<file path="config.mk">
export PLATFORM = sky130hd
export DESIGN_NAME = scba_ctrl
export DESIGN_NICKNAME = d
export VERILOG_FILES = /design/src/rtl/core/scba_pkg.sv /design/src/rtl/core/scba_ctrl.sv
export SDC_FILE = /design/constraint.sdc
export NUM_CORES = 1
export LEC_CHECK = 0
export BUFFER_PORTS_ARGS = -buffer_cell sky130_fd_sc_hd__buf_2
export CORE_MARGIN = 1
export CORE_UTILIZATION = 25
export CTS_CLUSTER_DIAMETER = 120
export DETAILED_ROUTE_END_ITERATION = 10
export MAX_ROUTING_LAYER = met4
export PLACE_DENSITY_LB_ADDON = 0.1
export SLEW_MARGIN = 10
export SYNTH_ARGS = -nofsm -noshare
export SYNTH_HDL_FRONTEND = slang
export SYNTH_SLANG_ARGS = --single-unit
</file>
<file path="constraint.sdc">
create_clock -name clk -period 1.2 [get_ports clk]
set_input_delay 0.06 -clock clk [delete_from_list [all_inputs] [get_ports clk]]
set_output_delay 0.06 -clock clk [all_outputs]
set_load 0.01 [all_outputs]
</file>
<file path="src/rtl/core/scba_pkg.sv">
package scba_pkg;

    localparam int unsigned POOL_CHUNKS_DEF = 64;
    localparam int unsigned CHUNK_BYTES_DEF = 16 * 1024;
    localparam int unsigned CLASS_COUNT_DEF = 14;

    localparam logic [1:0] OP_ALLOC = 2'd0;
    localparam logic [1:0] OP_FREE  = 2'd1;
    localparam logic [1:0] OP_CLEAR = 2'd2;

    localparam logic [1:0] ST_OK    = 2'd0;
    localparam logic [1:0] ST_ZERO  = 2'd1;
    localparam logic [1:0] ST_OVER  = 2'd2;
    localparam logic [1:0] ST_EXH   = 2'd3;

    typedef struct packed {
        logic [1:0]  op;
        logic [15:0] req_size;
        logic [19:0] free_addr;
    } req_t;

    typedef struct packed {
        logic [1:0]  status;
        logic [19:0] block_addr;
        logic [3:0]  size_class;
        logic [16:0] live_blocks;
        logic [6:0]  chunks_used;
    } rsp_t;

    typedef enum logic [2:0] {
        S_IDLE,
        S_EXEC,
        S_CARVE,
        S_POP,
        S_RESP
    } state_t;

    typedef struct packed {
        logic       load;
        logic       clear;
        logic       push;
        logic       pop_read;
        logic       pop_done;
        logic       carve_step;
        logic       carve_end;
        logic       set_status;
        logic [1:0] status;
        logic       out_load;
    } cmd_t;

    typedef struct packed {
        logic [1:0] op;
        logic       zero;
        logic       over;
        logic       head_vld;
        logic       pool_full;
        logic       carve_last;
        logic       out_free;
    } sts_t;

    // Block size of each class in 16-byte granules.
    function automatic logic [5:0] class_granules(logic [3:0] c);
        logic [5:0] g;
        case (c)
            4'd0:    g = 6'd1;
            4'd1:    g = 6'd2;
            4'd2:    g = 6'd4;
            4'd3:    g = 6'd6;
            4'd4:    g = 6'd8;
            4'd5:    g = 6'd10;
            4'd6:    g = 6'd12;
            4'd7:    g = 6'd14;
            4'd8:    g = 6'd16;
            4'd9:    g = 6'd20;
            4'd10:   g = 6'd24;
            4'd11:   g = 6'd28;
            4'd12:   g = 6'd32;
            4'd13:   g = 6'd40;
            default: g = 6'd40;
        endcase
        return g;
    endfunction

endpackage

</file>
<file path="src/rtl/core/scba_ctrl.sv">
module scba_ctrl (
    input  logic          clk,
    input  logic          rst_n,
    input  logic          req_valid,
    output logic          req_stall,
    input  scba_pkg::sts_t sts,
    output scba_pkg::cmd_t cmd
);
    import scba_pkg::*;

    state_t state_reg;
    state_t state_next;
    logic   is_alloc_free;
    logic   sized;

    assign is_alloc_free = (sts.op == OP_ALLOC) || (sts.op == OP_FREE);
    assign sized         = is_alloc_free && !sts.zero && !sts.over;
    assign req_stall     = (state_reg != S_IDLE);

    always_ff @(posedge clk or negedge rst_n)
    begin
        if (!rst_n)
        begin
            state_reg <= S_IDLE;
        end
        else
        begin
            state_reg <= state_next;
        end
    end

    always_comb
    begin
        state_next = state_reg;
        unique case (state_reg)
            S_IDLE:
            begin
                if (req_valid)
                begin
                    state_next = S_EXEC;
                end
            end
            S_EXEC:
            begin
                if (sized && sts.op == OP_ALLOC && sts.head_vld)
                begin
                    state_next = S_POP;
                end
                else if (sized && sts.op == OP_ALLOC && !sts.pool_full)
                begin
                    state_next = S_CARVE;
                end
                else
                begin
                    state_next = S_RESP;
                end
            end
            S_CARVE:
            begin
                if (sts.carve_last)
                begin
                    state_next = S_EXEC;
                end
            end
            S_POP:
            begin
                state_next = S_RESP;
            end
            S_RESP:
            begin
                if (sts.out_free)
                begin
                    state_next = S_IDLE;
                end
            end
            default:
            begin
                state_next = S_IDLE;
            end
        endcase
    end

    always_comb
    begin
        cmd = '0;
        unique case (state_reg)
            S_IDLE:
            begin
                cmd.load = req_valid;
            end
            S_EXEC:
            begin
                if (sts.op == OP_CLEAR)
                begin
                    cmd.clear = 1'b1;
                end
                else if (is_alloc_free && sts.zero)
                begin
                    cmd.set_status = 1'b1;
                    cmd.status     = ST_ZERO;
                end
                else if (is_alloc_free && sts.over)
                begin
                    cmd.set_status = 1'b1;
                    cmd.status     = ST_OVER;
                end
                else if (sts.op == OP_FREE)
                begin
                    cmd.push = 1'b1;
                end
                else if (sts.op == OP_ALLOC && sts.head_vld)
                begin
                    cmd.pop_read = 1'b1;
                end
                else if (sts.op == OP_ALLOC && sts.pool_full)
                begin
                    cmd.set_status = 1'b1;
                    cmd.status     = ST_EXH;
                end
            end
            S_CARVE:
            begin
                cmd.carve_step = 1'b1;
                cmd.carve_end  = sts.carve_last;
            end
            S_POP:
            begin
                cmd.pop_done = 1'b1;
            end
            S_RESP:
            begin
                cmd.out_load = sts.out_free;
            end
            default:
            begin
                cmd = '0;
            end
        endcase
    end
endmodule

</file>
==> impl_metrics.tcl <==
set metrics [dict create \
    fill_cells 136 \
    hold_violations 0 \
    highest_layer "met3" \
    status "finished with violations" \
    die_h_um 38.4 \
    drt-vias-per-instance 4.77 \
    syn_inst 39 \
    cts_max_level 1 \
    gp_congestion 0.714 \
    holdWs_ns 0.134 \
    rsz0062_at_grt "yes" \
    dp_hpwl_um 664 \
    drt_iter0_markers 4 \
    path_cells "or3_1 > nor2_1 > buf_2" \
    post-place-ws_ns -0.0000477 \
    portBuffers 22 \
    p_leak_nw 0.284 \
    avgSynthCellArea_um2 8.50 \
    detail_route.wl_per_cell_um 11.1 \
    setup_ws_ns -0.141 \
    cp_num_buf_inv 1 \
    cts_buffers 3 \
    start_kind "flip-flop" \
    clk_pin_slew_worst_paths_ns 0.04 \
    slowest_stage "dfrtp_1" \
    path_class "reg2out" \
    core-area_um2 1170 \
    stdcell_area_um2 568 \
    antenna_cells 0 \
    die_x_um 38.4 \
    fin_crit_ns 1.34 \
    netlist_top_cells_area "dfrtp_1 (23%), nor4b_4 (7.2%), nor3b_1 (6.8%)" \
    antenna_found_initial 0 \
    required_ns 1.14 \
    start_util_pct 28.3 \
    p_per_area_nw_per_um2 1390 \
    grt_pass1_vias 367 \
    wl_met1_um 446 \
    ir_drop_v 0.000733 \
    endpoint_kind "output port" \
    drc 0 \
    overflow 0 \
    ys_seq_elements 3 \
    clock_latency_ns 0.23 \
    grt_max_degree 10 \
    setup_viol 10 \
    routed_wl_um 918 \
    finalMaxSlewViolations 0 \
    cp_max_fo 5 \
    io_pins 23 \
    drive_gt1_share_pct 58.0 \
    synth_top_area_cell "dfrtp_1" \
    violations "negative setup slack" \
    ant_nets 0 \
    place_inst 75 \
    final_util_pct 48.5 \
    drv_cap 0 \
    cp_top_family "simple AND/OR/NAND/NOR gates" \
    wl_met2_um 443 \
    grt_first_pass_wirelength_mm 1.41 \
    hold_class "in2reg" \
    area_delta_synth_final_pct 71.3 \
    layout.cells.most_common "buf_2" \
    synth_seq_area_share_pct 22.6 \
    fmax_mhz 746 \
    yosys_warnings 0 \
    clockBufferDepth 2 \
    route.met3.wl_um 28 \
    vias 396 \
    maxSlewHeadroom_pct 81.2 \
    cts-root-buf "clkbuf_4" \
    grt_usage_pct 14.6 \
    final-instance-count-excl-fill 83 \
    power_uw 788 \
    cts_sinks 3 \
    cts_tree "yes" \
    rows 12 \
    setup-tns-final_ns -1.02 \
    synth_fp_nets 50 \
    fin_skew_ns 0.000351 \
    yosysTopAreaCellShare_pct 22.6 \
    largest_reg_flops 3 \
    placed_area_um2 464 \
    worstPathArrival_ns 1.28 \
    synthesis.area_um2 332 \
    slowest_delay_ns 0.42 \
    final_cell_mix "buf_2 (22), buf_4 (5), nor2_1 (4)" \
    ys_types 28 \
    dieArea_um2 1480 \
    min_period_over_period_pct 112 \
    worstMarginPinSlew_ns 0.280 \
    drt_pass1_iterations 4 \
    nNetsFinal 81 \
]
-- Yosys cell counts --
| library cell | instances |
|---|---|
| and3_1 | 1 |
| a31oi_1 | 2 |
| nor2b_1 | 1 |
| nand2_1 | 1 |
| nor4b_1 | 1 |
| or3_1 | 1 |
| mux2i_1 | 1 |
| nor3b_1 | 3 |
| nor4_4 | 1 |
| and4bb_1 | 1 |
| buf_2 | 2 |
| nor2_1 | 4 |
| dfrtp_1 | 3 |
| a21o_1 | 1 |
| a21oi_1 | 1 |
| nor3_1 | 3 |
| nor4b_4 | 1 |
| or2_1 | 1 |
| o21a_1 | 1 |
| and2_1 | 1 |
| buf_4 | 1 |
| inv_2 | 1 |
| nand3_1 | 1 |
| nand2b_1 | 1 |
| and4b_1 | 1 |
| o31a_1 | 1 |
| o21ai_1 | 1 |
| inv_1 | 1 |
-- worst min-delay path: stages --
cell,delay [ns]
buf_2,0.11
nand3_1,0.08
a21oi_2,0.06
-- area by class of cell --
| type | instances | area, µm² | area share, % |
|---|---|---|---|
| Clock buffer | 4 | 26.3 | 4.63 |
| Sequential cell | 3 | 76.3 | 13.4 |
| Timing Repair Buffer | 29 | 169 | 29.7 |
| Tap cell | 14 | 17.5 | 3.08 |
| Inverter | 2 | 7.51 | 1.32 |
| Multi-Input combinational cell | 31 | 272 | 47.8 |
-- final timing paths --
kind / cells past startpoint / from / end / slack (ns)
min reg2reg: 2 / state_reg[2] / state_reg[0] / 0.69
min in group asynchronous: 2 / rst_n / state_reg[2] / 0.16
max in group asynchronous: 2 / rst_n / state_reg[1] / 0.93
max: 3 / state_reg[0] / cmd[10] / -0.14
max reg2reg: 4 / state_reg[0] / state_reg[0] / 0.03
min: 3 / sts[3] / state_reg[0] / 0.13
-- cell families after synthesis --
kind of cell | share of synthesized area [%]
and+or+nand+nor | 52.8
AOI/OAI and AO/OA | 14.0
buffers and inverters | 7.55
DFF | 22.6
muxes | 3.02
-- repair_timing --
| action | CTS | global route |
|---|---|---|
| gates resized for setup | 4 | 5 |
| hold buffers | 1 | 0 |
| buffers inserted | 3 | 0 |
| pin swaps | 3 | 3 |
| hold endpoints to repair | 3 | 0 |
| endpoints found under the setup margin | 12 | 14 |
-- report_power, final --
group	internal, mW	leakage, nW	switching [mW]
clock	0.124	0.0150	0.0499
sequential	0.129	0.0379	0.0362
combinational	0.232	0.231	0.217
-- per-layer routing --
metal,up-vias,global-route usage [%]
met4,0,10.3
met2,10,21.2
li1,205,-
met5,-,-
met1,181,17.7
met3,0,3.49
Note: power is estimated with default switching activity, not from simulation.
